File: src/hdl/bafr_pkg.sv
// shared constants and codes for the bump allocator with frames
`default_nettype none
package bafr_pkg;

    // sizing
    localparam int OFFSET_BITS = 16;
    localparam int MAX_MARKS   = 16;

    // fixed field widths
    localparam int FIELD_W = 17;
    localparam int CMD_W   = 2;
    localparam int STAT_W  = 2;
    localparam int TDATA_W = ((FIELD_W + 7) / 8) * 8;

    // derived internal widths
    localparam int NF_W   = OFFSET_BITS + 1;
    localparam int SUM_W  = ((NF_W > FIELD_W) ? NF_W : FIELD_W) + 1;
    localparam int MCNT_W = $clog2(MAX_MARKS + 1);
    localparam int MIDX_W = (MAX_MARKS > 1) ? $clog2(MAX_MARKS) : 1;

    // commands
    localparam logic [CMD_W-1:0] CMD_ALLOC = 2'd0;
    localparam logic [CMD_W-1:0] CMD_PUSH  = 2'd1;
    localparam logic [CMD_W-1:0] CMD_POP   = 2'd2;
    localparam logic [CMD_W-1:0] CMD_FLUSH = 2'd3;

    // status codes
    localparam logic [STAT_W-1:0] ST_OK    = 2'd0;
    localparam logic [STAT_W-1:0] ST_NOMEM = 2'd1;
    localparam logic [STAT_W-1:0] ST_EMPTY = 2'd2;
    localparam logic [STAT_W-1:0] ST_FULL  = 2'd3;

    typedef logic [NF_W-1:0] t_offset;

endpackage
`default_nettype wire

File: src/hdl/bump_allocator_with_frames_top.sv
// top level of the arena bump allocator with a stack of saved marks
//
// Input channel s_*: one command per item; s_tuser carries the command code,
// s_tdata carries the byte count of an allocate request.
// Output channel m_*: one result per command; m_tuser carries the status,
// m_tdata carries the granted offset or the current offset.
// Config port: i_cfg_we with i_cfg_wdata writes the pool size, which also
// rewinds the offset to zero and drops all marks; write it only when idle.
// The result register is loaded at the edge that accepts the command.
// Throughput is one command per cycle while the receiver takes results, set
// by the add/compare and the mark register file read in that cycle.
// When the receiver stalls, the result is held and s_tready drops until the
// held result is taken (s_tready is high whenever the result register is
// empty or being drained in the same cycle).
// Reset (synchronous, active low) clears the pool size, the offset, the mark
// count and the output valid; no clearing pass is needed.
`default_nettype none
module bump_allocator_with_frames_top (
    input  wire logic        i_clk,
    input  wire logic        i_rst_n,
    // config write
    input  wire logic        i_cfg_we,
    input  wire logic [16:0] i_cfg_wdata,   // pool_size
    // command stream
    input  wire logic        s_tvalid,
    output logic             s_tready,
    input  wire logic [23:0] s_tdata,       // [16:0] num_bytes, [23:17] zero
    input  wire logic [1:0]  s_tuser,       // [1:0] command
    // result stream
    output logic             m_tvalid,
    input  wire logic        m_tready,
    output logic [23:0]      m_tdata,       // [16:0] offset, [23:17] zero
    output logic [1:0]       m_tuser        // [1:0] status
);

    // state registers
    logic [bafr_pkg::FIELD_W-1:0]  r_pool_size;
    bafr_pkg::t_offset             r_next_free, n_next_free;
    logic [bafr_pkg::MCNT_W-1:0]   r_mark_count, n_mark_count;
    bafr_pkg::t_offset             r_marks [bafr_pkg::MAX_MARKS];
    logic                          r_m_valid;
    logic [bafr_pkg::STAT_W-1:0]   r_status, n_status;
    logic [bafr_pkg::FIELD_W-1:0]  r_offset, n_offset;

    logic                          accept;
    logic                          push_en;
    logic [bafr_pkg::FIELD_W-1:0]  req;
    logic [bafr_pkg::CMD_W-1:0]    cmd;
    logic [bafr_pkg::SUM_W-1:0]    alloc_end;
    logic [bafr_pkg::SUM_W-1:0]    pool_ext;
    logic [bafr_pkg::SUM_W-1:0]    cap_limit;
    logic [bafr_pkg::SUM_W-1:0]    capacity;
    logic [bafr_pkg::MCNT_W-1:0]   cnt_m1;
    logic                          stk_empty;
    logic                          stk_full;
    bafr_pkg::t_offset             top_mark;

    // handshake
    assign s_tready = !r_m_valid || m_tready;
    assign accept   = s_tvalid && s_tready;
    assign req      = s_tdata[bafr_pkg::FIELD_W-1:0];
    assign cmd      = s_tuser;

    // capacity is the pool size clamped to the offset range
    assign cap_limit = bafr_pkg::SUM_W'(1) << bafr_pkg::OFFSET_BITS;
    assign pool_ext  = bafr_pkg::SUM_W'(r_pool_size);
    assign capacity  = (pool_ext < cap_limit) ? pool_ext : cap_limit;
    assign alloc_end = bafr_pkg::SUM_W'(r_next_free) + bafr_pkg::SUM_W'(req);

    // mark stack top
    assign cnt_m1    = r_mark_count - bafr_pkg::MCNT_W'(1);
    assign stk_empty = (r_mark_count == '0);
    assign stk_full  = (r_mark_count >= bafr_pkg::MCNT_W'(bafr_pkg::MAX_MARKS));
    assign top_mark  = r_marks[cnt_m1[bafr_pkg::MIDX_W-1:0]];

    // command decode and next state
    always_comb begin
        n_next_free  = r_next_free;
        n_mark_count = r_mark_count;
        n_status     = bafr_pkg::ST_OK;
        n_offset     = bafr_pkg::FIELD_W'(r_next_free);
        push_en      = 1'b0;
        case (cmd)
            bafr_pkg::CMD_ALLOC: begin
                if (alloc_end <= capacity) begin
                    n_next_free = alloc_end[bafr_pkg::NF_W-1:0];
                end else begin
                    n_status = bafr_pkg::ST_NOMEM;
                end
            end
            bafr_pkg::CMD_PUSH: begin
                if (stk_full) begin
                    n_status = bafr_pkg::ST_FULL;
                end else begin
                    push_en      = 1'b1;
                    n_mark_count = r_mark_count + bafr_pkg::MCNT_W'(1);
                end
            end
            bafr_pkg::CMD_POP: begin
                if (stk_empty) begin
                    n_status = bafr_pkg::ST_EMPTY;
                end else begin
                    n_mark_count = cnt_m1;
                    n_next_free  = top_mark;
                    n_offset     = bafr_pkg::FIELD_W'(top_mark);
                end
            end
            default: begin
                n_next_free = stk_empty ? '0 : top_mark;
                n_offset    = stk_empty ? '0 : bafr_pkg::FIELD_W'(top_mark);
            end
        endcase
    end

    // control state
    always_ff @(posedge i_clk) begin
        if (!i_rst_n) begin
            r_pool_size  <= '0;
            r_next_free  <= '0;
            r_mark_count <= '0;
            r_m_valid    <= 1'b0;
        end else begin
            if (i_cfg_we) begin
                r_pool_size  <= i_cfg_wdata;
                r_next_free  <= '0;
                r_mark_count <= '0;
            end else if (accept) begin
                r_next_free  <= n_next_free;
                r_mark_count <= n_mark_count;
            end
            if (accept) begin
                r_m_valid <= 1'b1;
            end else if (m_tready) begin
                r_m_valid <= 1'b0;
            end
        end
    end

    // mark storage and result payload
    always_ff @(posedge i_clk) begin
        if (accept && push_en) begin
            r_marks[r_mark_count[bafr_pkg::MIDX_W-1:0]] <= r_next_free;
        end
        if (accept) begin
            r_status <= n_status;
            r_offset <= n_offset;
        end
    end

    assign m_tvalid = r_m_valid;
    assign m_tuser  = r_status;
    assign m_tdata  = {{(bafr_pkg::TDATA_W - bafr_pkg::FIELD_W){1'b0}}, r_offset};

    // checks
    a_count_bound: assert property (@(posedge i_clk) disable iff (!i_rst_n)
        r_mark_count <= bafr_pkg::MCNT_W'(bafr_pkg::MAX_MARKS))
        else $error("mark count above stack depth");

    a_free_in_pool: assert property (@(posedge i_clk) disable iff (!i_rst_n)
        bafr_pkg::SUM_W'(r_next_free) <= capacity)
        else $error("next free offset beyond capacity");

    a_result_follows: assert property (@(posedge i_clk) disable iff (!i_rst_n)
        accept |=> m_tvalid)
        else $error("accepted item produced no result");

    a_push_grows: assert property (@(posedge i_clk) disable iff (!i_rst_n)
        (accept && !i_cfg_we && cmd == bafr_pkg::CMD_PUSH && !stk_full)
        |=> (r_mark_count == $past(r_mark_count) + bafr_pkg::MCNT_W'(1)))
        else $error("push did not add a mark");

    a_cfg_clears: assert property (@(posedge i_clk) disable iff (!i_rst_n)
        i_cfg_we |=> (r_next_free == '0 && r_mark_count == '0))
        else $error("pool size write did not rewind");

endmodule
`default_nettype wire
File: config.mk
export PLATFORM = sky130hd
export DESIGN_NAME = bump_allocator_with_frames_top
export DESIGN_NICKNAME = d
export VERILOG_FILES = /design/src/hdl/bafr_pkg.sv /design/src/hdl/bump_allocator_with_frames_top.sv
export SDC_FILE = /design/constraint.sdc
export NUM_CORES = 1
export LEC_CHECK = 0
export BUFFER_PORTS_ARGS = -buffer_cell sky130_fd_sc_hd__buf_2
export CORE_ASPECT_RATIO = 1.75
export CORE_MARGIN = 5
export CORE_UTILIZATION = 30
export CTS_CLUSTER_SIZE = 12
export DETAILED_ROUTE_END_ITERATION = 12
export PLACE_DENSITY_LB_ADDON = 0.05
export SLEW_MARGIN = 20
export SYNTH_ARGS = -nofsm -noshare
export SYNTH_HDL_FRONTEND = slang
export SYNTH_SLANG_ARGS = --single-unit
File: constraint.sdc
create_clock -name i_clk -period 7.4 [get_ports i_clk]
set_input_delay 0 -clock i_clk [delete_from_list [all_inputs] [get_ports i_clk]]
set_output_delay 0 -clock i_clk [all_outputs]
set_load 0.02 [all_outputs]
After elaboration in Yosys (flattened, before gate mapping)
Memory sizes are Yosys's and may differ from the RTL's.
Index checks and enable logic that the tools add are counted.

word-level totals
  register bits after elaboration = 59
  RAM bits = 272
  bits of input ports = 48
  word-level logic and storage cells = 51
  memories kept = 1

cells by class
  add/sub/neg operators = 3
  $lt $le $gt $ge = 3
  equal/unequal tests = 5
  muxes and demuxes = 19
  bitwise logic cells = 2
  reduce and logical (&&, ||, !) cells = 12

memory list
  name     words  bits a word  read ports  clocked after Yosys merged registers in  wr ports  RTL line                              RTL
  r_marks  16     17           1           0                                        1         bump_allocator_with_frames_top.sv:40  bafr_pkg::t_offset r_marks [bafr_pkg::MAX_MARKS];

operator list
  operator                                                             count
  17-bit two-way mux                                                   4
  17-bit one-hot mux with 3 select lines                               1
  17-bit one-hot mux with 2 select lines                               1
  17-bit by 17-bit adder with 18-bit output                            1
  18-bit by 17-bit <= comparator with 1-bit output                     1
  17-bit less-than comparator (second input constant)                  1
  5-bit two-way mux                                                    2
  5-bit one-hot mux with 2 select lines                                1
  1-bit two-way mux                                                    7
  2-bit != test (second input constant)                                3
  2-bit one-hot mux with 3 select lines                                1
  5-bit by 1-bit adder with 5-bit output (second input constant)       1
  5-bit greater-or-equal comparator (second input constant)            1
  5-bit logical NOT                                                    1
  5-bit by 1-bit subtractor with 5-bit output (second input constant)  1
  2-bit two-way mux                                                    2
  4-bit AND reduction                                                  1
  2-bit nonzero test                                                   2
  2-bit OR reduction                                                   2
  3-bit AND reduction                                                  1
  2-bit by 1-bit == test with 1-bit output (second input constant)     1
  2-bit == test (second input constant)                                1
  1-bit logical AND                                                    2
  2-bit logical NOT                                                    1
  other kinds (3)                                                      4

Depth between registers and ports, before layout
Gate-level depths: netlist (run 1).

  word-level depth = 6
  depth in mapped cells = 17

Worst setup path after synthesis (run 1)
No wires, ideal clock.

  kind = register -> register
  from = reg r_next_free[0]
  to = reg r_next_free[11]
  data arrival time = 3.997 ns
  path slack = 3.286 ns
  cell stages (with the launch flop) = 18
  buffers on the path = 1
  cells stage by stage = dfxtp_1 > ha_1 > fa_1 > a211oi_1 > o21ai_0 > nand4_1 > a31oi_1 > or2_2 > xnor2_1 > ha_1 > nand4_1 > nor3_1 > o31ai_1 > a311oi_1 > a211o_2 > nor2_4 > buf_6 > a32o_1

between the ends
  cells in the longest elaborated chain, start to end = 4

ends and longest elaborated chain
  what                                              RTL line                               RTL
  from (decl)                                       bump_allocator_with_frames_top.sv:38   bafr_pkg::t_offset r_next_free, n_next_free;
  from (signal assigned)                            bump_allocator_with_frames_top.sv:128  r_next_free <= n_next_free;
  17-bit by 17-bit adder with 18-bit output (*)     bump_allocator_with_frames_top.sv:68   assign alloc_end = bafr_pkg::SUM_W'(r_next_free) + bafr_pkg::SUM_W'(req);
  18-bit by 17-bit <= comparator with 1-bit output  bump_allocator_with_frames_top.sv:85   if (alloc_end <= capacity) begin
  2-bit != test (no source line)                    --
  3-bit AND reduction (no source line)              --

Mark *: on every way between the ends. The rest lies on a longest branch, timed or not. The select of a mux whose other input is x is not followed.
A chain may end at the register's enable or synchronous reset.

Worst setup path in the final report (run 1)
  from = reg r_next_free[0]
  to = reg r_next_free[12]

The elaborated chain is that of the path after synthesis.

==> Flow_metrics.wiki, run 1 <==
{| class="wikitable"
! Metric !! Value
|-
| Final std cell area, no fill || 17200 µm²
|-
| Starting DRT DRC Count || 398
|-
| Critical Path, Cell by Cell || ha_1 -> fa_1 -> a211oi_1 -> o21ai_0 -> a311o_1 -> and2_1 -> nor2_1 -> xnor2_1 -> ha_1 -> nand4_1 -> nor3_1 -> o2bb2ai_1 -> a311oi_1 -> a211oi_4 -> a31oi_4 -> a32o_1
|-
| Transition time at the pin with the least slew margin || 1.04 ns
|-
| Share of the cycle needed by the critical path after routing || 72.7%
|-
| Final hold violation count || 0
|-
| Setup repair after global routing missed its margin || no
|-
| WP data required || 7.80 ns
|-
| Biggest cell delay along the critical path || around 0.65 ns
|-
| Top cells by area, synth || edfxtp_1, mux4_2, dfxtp_1
|-
| Antenna-violating nets left || 0
|-
| P&R area growth vs syn || 16.8%
|-
| Detailed-route via count || 8459
|-
| Core utilization of the finished layout || 35.4%
|-
| Run status || finished, final reports clean
|-
| GR Util met1 || 18.6%
|-
| Power density over the cells || 236 nW/µm²
|-
| Max H-tree Level || 2
|-
| Shortest clock period the worst path allows after layout || ~5.4 ns
|-
| # diodes || 0
|-
| Worst EP arrival || a little under 6 ns
|-
| CTS Buf Count || 34
|-
| Async SR Flop Fraction || 0%
|-
| GRT met3 Usage || 1.86%
|-
| Bufs and invs on worst path || 0
|-
| Num Clock Sinks || 331
|-
| Final-report setup violation count || 0
|-
| Setup Crit Path Kind || register to register
|-
| Layout cells sized above 1 || 22.3%
|-
| Minimum setup slack in the final design || 2.02 ns
|-
| Number of antenna violations at the first check in global routing || 0
|-
| DR DRC count || 0
|-
| TritonRoute pass-1 iters || 7
|-
| Finished Layout Cells || 1726
|-
| Post-place setup slack || approximately 2.0 ns
|-
| Slowest-stage cell, CP || a211oi_4
|-
| Worst-Skew Late Latency || 0.51 ns
|-
| Worst Clk Skew || 0.0120 ns
|-
| Largest fanout on the critical path || 20
|-
| Cell area after placement || 15800 µm²
|-
| Buffer type at the clock tree root || clkbuf_16
|-
| Core area || approximately 50000 µm²
|-
| CTS tree || done
|-
| Worst hold margin || 0.135 ns
|-
| Post-CTS setup buffer count || 0
|-
| Post-cts repair resize count || 0
|-
| Slew Viols, Final || 0
|-
| Via count normalized by instance count || 4.90
|-
| Sequential-to-total area share from yosys stat || between 60% and 70%
|-
| Post-detailed-route wirelength per cell || 25.4 µm
|-
| Top FF cell, synth || edfxtp_1
|-
| Final GP Congestion || around 0.78
|-
| Height of the die || 303 µm
|-
| Pin count of the biggest net entering global routing || 40
|-
| Maximum buffer depth of the clock tree || 3
|-
| Total global routing track utilization || between 10% and 20%
|-
| Placed cell count || approximately 1600
|-
| Fraction of post-synthesis cell area in the top cell type by area || 59.4%
|-
| Critical path's top delay family || compound AO/OA/AOI/OAI gates
|-
| Number of maximum-capacitance violations || 0
|-
| Wire length of the first global-routing pass || 64.1 mm
|-
| IR drop worst, VDD || approximately 190 µV
|-
| Cells after synthesis || 943
|-
| Number of flops mapped to enable cells by yosys || 291
|-
| Element type at the critical path start || register
|-
| Hold Path Class || input port to register
|-
| Die Wd || about 180 µm
|-
| GR met2 Demand/Resource || about a third
|-
| Final global-route overflow total || 0
|-
| Clock slew at the register clock pins of the worst setup and hold paths || 0.06 ns
|-
| Global routing's busiest layer || met2
|-
| Total of buffers placed on input and output ports || 61
|-
| Initial core utilization || 30.3%
|-
| Top cell by count, worst path || ha_1
|-
| Half-perimeter wire length after placement || ~30 mm
|-
| Number of cell rows || 107
|-
| Final total negative setup slack || 0 ns
|-
| Peak clock frequency supported by timing || 0.186 GHz
|-
| Post-cts hold buffer count || 37
|-
| Count of cell types in the netlist || 75
|-
| CP Capture Type || register
|-
| Number of top-level pins || 76
|-
| Number of synthesized register bits || ~330
|-
| Net count reported at finish || ~1100
|-
| Count of synthesis-stage warnings from yosys || 0
|-
| Die area || 53800 µm²
|-
| Area of the mapped netlist || 14700 µm²
|-
| Total Wirelength || approximately 44 mm
|-
| Largest area contributor in the netlist || edfxtp_1
|-
| Mean cell area of the mapped netlist || 15.6 µm²
|-
| Lkg Pwr || 5.98 nW
|-
| Relative slew slack || 30.8%
|-
| Total power || 4.06 mW
|-
| Via count of the first global-routing pass || between 9000 and 10000
|}
layout by cell type (no fill, tap or decap), types with 35 or more instances in the layout:
cell,synthesis,layout
edfxtp_1,291,291
dlygate4sd3_1,0,37
nand2_1,105,105
buf_2,11,61
a21oi_1,35,35
clkbuf_16,0,35
dfxtp_1,40,39
mux4_2,68,68
ha_1,39,38
logic make-up (layout without fill, tap and decap cells):
group / after synthesis / in the layout / share of synthesized area [%]
flip-flops: 331 / 331 / 64.8
AND/OR/NAND/NOR: 242 / 242 / 7.98
AO/OA/AOI/OAI: 142 / 142 / 7.20
multiplexers: 98 / 98 / 12.5
buffers and inverters: 68 / 191 / 2.68
adder cells (fa/ha/maj): 40 / 40 / 3.45
XOR/XNOR: 21 / 21 / 1.38
other: 1 / 7 / 0.0255
routing by layer:
| layer | up-vias | wire length [µm] |
|---|---|---|
| met5 | - | 0 |
| met4 | 0 | 1250 |
| met2 | 169 | 24700 |
| met3 | 56 | 1190 |
| met1 | 4330 | 16700 |
| li1 | 3904 | - |
tightest hold or removal path, delay by kind of cell:
| family | cells | cell delay, ns |
|---|---|---|
| and+or+nand+nor | 1 | 0.12 |
| AOI/OAI and AO/OA | 1 | 0.09 |
| buffers and inverters | 2 | 0.36 |
power by group:
part | leakage [nW] | switching (mW) | internal [mW]
registers | 3.15 | 0.0220 | 2.04
logic | 2.34 | 0.230 | 0.139
clock network | 0.482 | 0.704 | 0.933
total | 5.98 | 0.955 | 3.11
Yosys cell counts (3+ instances only):
library cell,instances
or2_2,4
a2111o_1,3
nor2b_1,20
o22ai_1,4
buf_4,11
a211oi_1,9
buf_1,3
a21oi_1,35
o21a_1,4
o211ai_1,3
nand2b_1,8
a21o_1,4
xor2_1,3
mux2_2,3
a22o_1,10
and2_1,4
nor4_1,3
ha_1,39
a32o_1,14
edfxtp_1,291
o21bai_1,3
o31ai_1,3
nand2_1,105
buf_2,11
nor3_1,8
nand3_1,24
a211o_1,3
a31oi_1,3
nand4_1,6
dfxtp_1,40
and3_1,14
nand3b_1,3
mux4_2,68
clkbuf_1,19
a311oi_1,3
o21ai_0,19
nor2_1,33
mux2i_1,27
inv_1,14
clkbuf_8,5
xnor2_1,17
path summary, 6_finish.rpt:
kind	startpoint	end	slack (ns)	cells after the start
setup / recovery	r_next_free[0]	r_next_free[12]	2.02	16
hold / removal	s_tuser[1]	r_next_free[5]	0.13	4
setup reg to reg	r_next_free[0]	r_next_free[12]	2.02	16
hold reg to reg	r_next_free[6]	r_next_free[6]	0.48	2
flip-flops by register name (all words and copies together) (netlist names):
| signal | count |
|---|---|
| m_tvalid | 1 |
| m_tuser | 2 |
| r_offset | 17 |
| r_marks | 272 |
| r_next_free | 17 |
| r_mark_count | 5 |
| r_pool_size | 17 |
final cells by class:
| type | instances | area, µm² |
|---|---|---|
| clock buffers | 47 | 921 |
| clock inverters | 4 | 73.8 |
| fillers | 4710 | 31400 |
| inverters | 15 | 56.3 |
| multi-input cells | 550 | 4890 |
| flip-flops and latches | 331 | 9540 |
| well taps | 654 | 818 |
| repair buffers | 125 | 878 |
No activity file was read; power rests on OpenSTA's default activity.
==> run 2: changes to the inputs <==
==> constraint.sdc (replaced) <==
create_clock -name i_clk -period 4.8 [get_ports i_clk]
set_input_delay 0 -clock i_clk [delete_from_list [all_inputs] [get_ports i_clk]]
set_output_delay 0 -clock i_clk [all_outputs]
set_load 0.02 [all_outputs]
==> run 2 against run 1 <==
Effect of this change:
- critical endpoint is now r_next_free[5]
- via count increased by 1.5%
- power grew 53%
- combinational power grew 62%
- highest routed layer unchanged
==> Flow_metrics.wiki, run 2 (synthesized netlist as in run 1, its figures left out) <==
{| class="wikitable"
! Metric !! Value
|-
| Number of top-level pins || 76
|-
| Share of the cycle needed by the critical path after routing || 92.8%
|-
| Final total negative setup slack || 0 ns
|-
| Total power || 6.23 mW
|-
| Placed cell count || 1655
|-
| Via count normalized by instance count || 4.92
|-
| Most frequent standard cell in the layout excluding fill and tap cells || edfxtp_1
|-
| Pin count of the biggest net entering global routing || between 70 and 80
|-
| CTS tree || done
|-
| IR drop worst, VDD || between 200 and 300 µV
|-
| Cell Int Power || roughly 4.7 mW
|-
| Total global routing track utilization || 16.4%
|-
| Highest metal layer with signal wires || met4
|-
| DR DRC count || 0
|-
| Net count reported at finish || 1162
|-
| Worst Clk Skew || roughly 0.014 ns
|-
| Largest fanout on the critical path || 19
|-
| Switching power of the nets || 1.50 mW
|-
| Initial core utilization || 30.3%
|-
| Half-perimeter wire length after placement || 29.8 mm
|-
| Finished Layout Cells || between 1500 and 2000
|-
| Die Wd || 177 µm
|-
| Layout cells sized above 1 || 23.9%
|-
| Maximum buffer depth of the clock tree || 3
|-
| Number of antenna violations at the first check in global routing || 0
|-
| Detailed route wirelength on metal2 || 23.9 mm
|-
| Post-detailed-route wirelength per cell || 24.8 µm
|-
| Slew Viols, Final || 0
|-
| Most frequent cells in the layout || edfxtp_1, nand2_1, mux4_2
|-
| Relative slew slack || 32.3%
|-
| CTS Buf Count || 35
|-
| CP Capture Type || register
|-
| Core utilization of the finished layout || 35.7%
|-
| Final-report setup violation count || 0
|-
| Height of the die || 303 µm
|-
| Final GP Congestion || 0.795
|-
| Total of buffers placed on input and output ports || 61
|-
| Clock slew at the register clock pins of the worst setup and hold paths || 0.06 ns
|-
| Worst-Skew Late Latency || 0.53 ns
|-
| Number of flip-flops in the largest register || 272
|-
| Die area || 53800 µm²
|-
| Total of fill cells in the finished design || 4671
|-
| Worst EP arrival || a little under 5 ns
|-
| Buffer type at the clock tree root || clkbuf_16
|-
| Final hold violation count || 0
|-
| Portion of total power attributed to the clock network || between 30 and 40%
|-
| WP data required || 5.18 ns
|-
| Final global-route overflow total || 0
|-
| Num Clock Sinks || ~330
|-
| Number of cell rows || 107
|-
| Number of maximum-capacitance violations || 0
|-
| Shortest clock period the worst path allows after layout || 4.45 ns
|-
| Wire length of the first global-routing pass || 63.8 mm
|-
| Peak clock frequency supported by timing || roughly 0.22 GHz
|-
| Detailed-route via count || 8586
|-
| Core area || roughly 49000 µm²
|-
| Transition time at the pin with the least slew margin || 1.01 ns
|-
| Setup Crit Path Kind || register to register
|-
| Antenna-violating nets left || 0
|-
| Total Wirelength || 43.3 mm
|-
| P&R area growth vs syn || 17.8%
|-
| Power density over the cells || ~360 nW/µm²
|-
| Run status || finished, final reports clean
|-
| # diodes || 0
|-
| Lkg Pwr || 6.06 nW
|-
| Max H-tree Level || 2
|-
| Via count of the first global-routing pass || 9433
|-
| Gate power share || 9.5%
|-
| Setup repair after global routing missed its margin || no
|-
| Element type at the critical path start || register
|-
| Routed length on met1 || 16.6 mm
|-
| TritonRoute pass-1 iters || 5
|-
| Starting DRT DRC Count || 294
|-
| Sw frac || 24.0%
|-
| Sequential fraction of design power || 50.7%
|-
| Total met3 wirelength after detailed routing || 1.26 mm
|-
| Hold Path Class || input port to register
|}
[run 2: cell count changes in the layout (fill, tap and decap cells not counted), sizes merged]
cell | before | now
clkinv | 2 | 6
clkbuf | 47 | 45
bufinv | 2 | 0
dlygate4sd3 | 37 | 36
clkinvlp | 0 | 2
buf | 88 | 105
[run 2: area by class of cell]
| type | instances | area (µm²) | share of cell area [%] |
|---|---|---|---|
| Timing Repair Buffer | 141 | 1020 | 5.89 |
| Sequential cell | 331 | 9540 | 55.0 |
| Clock buffer | 45 | 935 | 5.39 |
| Clock inverter | 8 | 57.6 | 0.332 |
| Tap cell | 654 | 818 | 4.72 |
| Multi-Input combinational cell | 550 | 4910 | 28.3 |
| Inverter | 15 | 56.3 | 0.325 |
[run 2: through the flow]
step / hold WS, ns / instance area [µm²] / setup WS (ns)
floorplan: 0.139 / 14700 / 0.686
global placement: 0.257 / 16000 / 0.0832
detailed placement: 0.265 / 16000 / 0.0662
CTS: 0.00445 / 17300 / 0.0234
global route: 0.0342 / 17300 / 0.0185
finish: 0.0142 / 17300 / 0.347
[run 2: power groups by stage]
stage / Sequential (mW) / Combinational, mW / Clock (mW)
floorplan: 3.24 / 0.346 / 0
global placement: 3.22 / 0.589 / 0
detailed placement: 3.22 / 0.587 / 0
CTS: 3.16 / 0.612 / 2.57
global route: 3.16 / 0.654 / 2.67
finish: 3.16 / 0.595 / 2.48
[run 2: final timing paths]
kind	depth (start not counted)	startpoint	end	slack (ns)
hold reg to reg	0	r_next_free[6]	r_marks[13][6]	0.58
setup / recovery	13	r_next_free[8]	r_next_free[5]	0.35
hold / removal	2	s_tuser[0]	m_tuser[0]	0.01
setup reg to reg	13	r_next_free[8]	r_next_free[5]	0.35
[run 2: worst max-delay path, cell delays in order, from the launching register on]
cell and delay (ns):
dfxtp_1 0.83, ha_1 0.42, nor2_1 0.17, nor4_1 0.64
o21a_1 0.24, nor2_1 0.06, ha_1 0.31, a21oi_1 0.22
o22ai_1 0.11, nor3_1 0.19, a311oi_2 0.18, a211o_2 0.44
nor2_4 0.34, a311oi_1 0.16
[run 2: layer usage]
layer	vias to the layer above	GRT usage, %
li1	3939	-
met1	4416	18.4
met2	166	31.4
met3	65	1.91
met4	0	5.99
met5	-	0
[run 2: repair_timing]
item,CTS,global route
hold buffers,36,0
setup endpoints to repair,0,18
gates resized for setup,0,2
hold endpoints to repair,18,0
setup buffers,0,0
==> run 3: changes to the inputs <==
--- a/config.mk
+++ b/config.mk
@@ -11,6 +11,7 @@
 export CORE_UTILIZATION = 30
 export CTS_CLUSTER_SIZE = 12
 export DETAILED_ROUTE_END_ITERATION = 12
+export GPL_TIMING_DRIVEN = 0
 export PLACE_DENSITY_LB_ADDON = 0.05
 export SLEW_MARGIN = 20
 export SYNTH_ARGS = -nofsm -noshare
==> constraint.sdc (replaced) <==
create_clock -name i_clk -period 5.5 [get_ports i_clk]
set_input_delay 0 -clock i_clk [delete_from_list [all_inputs] [get_ports i_clk]]
set_output_delay 0 -clock i_clk [all_outputs]
set_load 0.02 [all_outputs]
==> run 3 against run 2 <==
Effect of this change:
- clock skew shrank 0.0018 ns
- combinational power shrank 13%
- cell area grew 2.1%
- power shrank 11%
- die area is the same
- via count grew 3.2%
- count of clock-buffer cells in the layout grew 4
- largest cell class unchanged
- register-to-register slack lost 0.03 ns
- maximum frequency shrank 14%
- critical path type unchanged
- core utilization grew 0.74 points
==> Flow_metrics.wiki, run 3 (synthesized netlist as in run 1, its figures left out) <==
{| class="wikitable"
! Metric !! Value
|-
| Layout cells sized above 1 || between 20% and 30%
|-
| Number of flip-flops in the largest register || 272
|-
| CTS Buf Count || 35
|-
| Placed cell count || 1678
|-
| TritonRoute pass-1 iters || 4
|-
| Post-detailed-route wirelength per cell || 27.2 µm
|-
| Starting DRT DRC Count || around 560
|-
| Die area || 53800 µm²
|-
| Finished Layout Cells || 1762
|-
| Total Wirelength || 47.9 mm
|-
| Number of antenna violations at the first check in global routing || 0
|-
| Via count of the first global-routing pass || 9499
|-
| Slew Viols, Final || 0
|-
| Lkg Pwr || 6.14 nW
|-
| DR DRC count || 0
|-
| Final GP Congestion || a little under 0.8
|-
| Run status || finished, final reports clean
|-
| Final global-route overflow total || 0
|-
| Half-perimeter wire length after placement || 34.2 mm
|-
| Buffer type at the clock tree root || clkbuf_16
|-
| Worst EP arrival || 5.60 ns
|-
| Via count normalized by instance count || 5.03
|-
| Share of the cycle needed by the critical path after routing || 94.1%
|-
| Peak clock frequency supported by timing || 0.193 GHz
|-
| Final total negative setup slack || 0 ns
|-
| Relative slew slack || 26.0%
|-
| # diodes || 0
|-
| Most frequent cells in the layout || edfxtp_1, nand2_1, buf_2
|-
| Number of top-level pins || 76
|-
| Slowest-stage cell, CP || dfxtp_1
|-
| Largest fanout on the critical path || 21
|-
| Minimum setup slack in the final design || 0.322 ns
|-
| CP Capture Type || register
|-
| Setup repair after global routing missed its margin || no
|-
| Launch instance of the worst register-to-register path || r_next_free[1]
|-
| IR drop worst, VDD || 225 µV
|-
| Post-place setup slack || -0.306 ns
|-
| Initial core utilization || 30.3%
|-
| Height of the die || between 300 and 400 µm
|-
| CTS tree || done
|-
| Transition time at the pin with the least slew margin || ~1.1 ns
|-
| Biggest cell delay along the critical path || a little under 0.9 ns
|-
| Hold wc startpoint || s_tuser[0]
|-
| Total of buffers placed on input and output ports || 60
|-
| Max H-tree Level || 2
|-
| Worst Clk Skew || ~0.013 ns
|-
| Num Clock Sinks || 331
|-
| Element type at the critical path start || register
|-
| WP data required || 5.92 ns
|-
| Net count reported at finish || about 1200
|-
| Maximum buffer depth of the clock tree || 3
|-
| Top cell by count, worst path || ha_1
|-
| Clock slew at the register clock pins of the worst setup and hold paths || 0.06 ns
|-
| Setup Crit Path Kind || register to register
|-
| Worst setup slack for register-to-register paths || about 0.32 ns
|-
| Hold Path Class || input port to register
|-
| Die Wd || roughly 180 µm
|-
| Most frequent standard cell in the layout excluding fill and tap cells || edfxtp_1
|-
| Pin count of the biggest net entering global routing || 29
|-
| Wire length of the first global-routing pass || 68.7 mm
|-
| Final-report setup violation count || 0
|-
| Power density over the cells || 312 nW/µm²
|-
| Number of cell rows || approximately 110
|-
| Detailed-route via count || ~9000
|-
| Shortest clock period the worst path allows after layout || 5.18 ns
|-
| Worst Setup SP || r_next_free[1]
|-
| P&R area growth vs syn || 20.3%
|-
| Core area || 48600 µm²
|-
| RR Endpoint || r_next_free[14]
|-
| Total global routing track utilization || between 10% and 20%
|-
| Final hold violation count || 0
|-
| Antenna-violating nets left || 0
|-
| Number of maximum-capacitance violations || 0
|-
| R2R cell count || 15
|-
| Critical Path, Cell by Cell || ha_1 -> a211oi_2 -> o21ai_2 -> a2111oi_4 -> o31ai_2 -> xnor2_1 -> ha_1 -> nand4_1 -> nor3_2 -> o31ai_1 -> a311oi_2 -> a211o_2 -> nor2_4 -> buf_6 -> a32o_1
|-
| Worst-Skew Late Latency || between 0.5 and 0.6 ns
|-
| Crit path to || r_next_free[14]
|}
==> run 3: cell types whose count changed in the layout (fill, tap and decap cells not counted), moves of 3 or more <==
cell and delta:
nor2_4 +16, buf_16 +13, dlygate4sd3_1 -10, buf_1 +3, buf_4 -29, nor2_2 -16
clkbuf_1 +20, buf_2 +10, clkbuf_8 +8
==> run 3: power breakdown <==
group,leakage [nW],switching (mW),internal (mW)
Combinational,2.49,0.321,0.198
Sequential,3.15,0.0340,2.74
Clock,0.500,0.987,1.24
==> run 3: what timing repair did <==
item,4_1_cts,5_1_grt
gates cloned,0,0
hold endpoints to repair,18,0
setup buffers,0,2
pin swaps,0,1
setup endpoints to repair,17,15
gates resized for setup,2,1
hold buffers,26,0
==> run 3: through the flow <==
| stage | utilization (%) | hold WS [ns] | power (mW) | area, µm² |
|---|---|---|---|---|
| final | 36.4 | 0.0234 | 5.52 | 17700 |
| after global routing | 36.4 | 0.0295 | 5.74 | 17700 |
| after CTS | 36.4 | 0.00644 | 5.60 | 17700 |
| after detailed placement | 33.7 | 0.265 | 3.34 | 16400 |
| after global placement | 32.6 | 0.259 | 3.33 | 15900 |
| after floorplan | - | 0.139 | 3.13 | 14700 |
==> run 3: worst min path at each step <==
stage | endpoint | slack, ns | depth (start not counted)
final | m_tuser[0] | 0.02 | 3
after global routing | m_tuser[0] | 0.03 | 3
after global placement | r_pool_size[5] | 0.26 | 3
after floorplan | m_tvalid | 0.14 | 2
after CTS | m_tuser[0] | 0.006 | 3
after detailed placement | r_pool_size[12] | 0.26 | 3
==> run 3: per-layer routing <==
layer / vias to the layer above / global-route usage [%] / routed length (µm)
met4: 0 / 7.24 / 2020
met2: 222 / 34.5 / 26500
met5: - / 0 / 0
met1: 4574 / 20.1 / 17900
li1: 3986 / - / -
met3: 76 / 2.18 / 1510
==> run 3: area by class of cell <==
type | count | area [µm²]
buffer | 53 | 338
clock buffer | 49 | 980
clock inverter | 7 | 50.0
fill | 4653 | 30900
inverter | 15 | 57.6
multi-input combinational | 550 | 4950
sequential | 331 | 9540
tap | 654 | 818
timing repair buffer | 103 | 973
==> run 3: worst max-delay path: cells and delay by family (launching register included) <==
family / cells / cell delay (ns)
compound gates: 8 / 2.42
simple gates: 3 / 0.65
flops: 1 / 0.87
xor+xnor: 1 / 0.21
buf+inv: 1 / 0.16
fa+ha+maj: 2 / 0.75
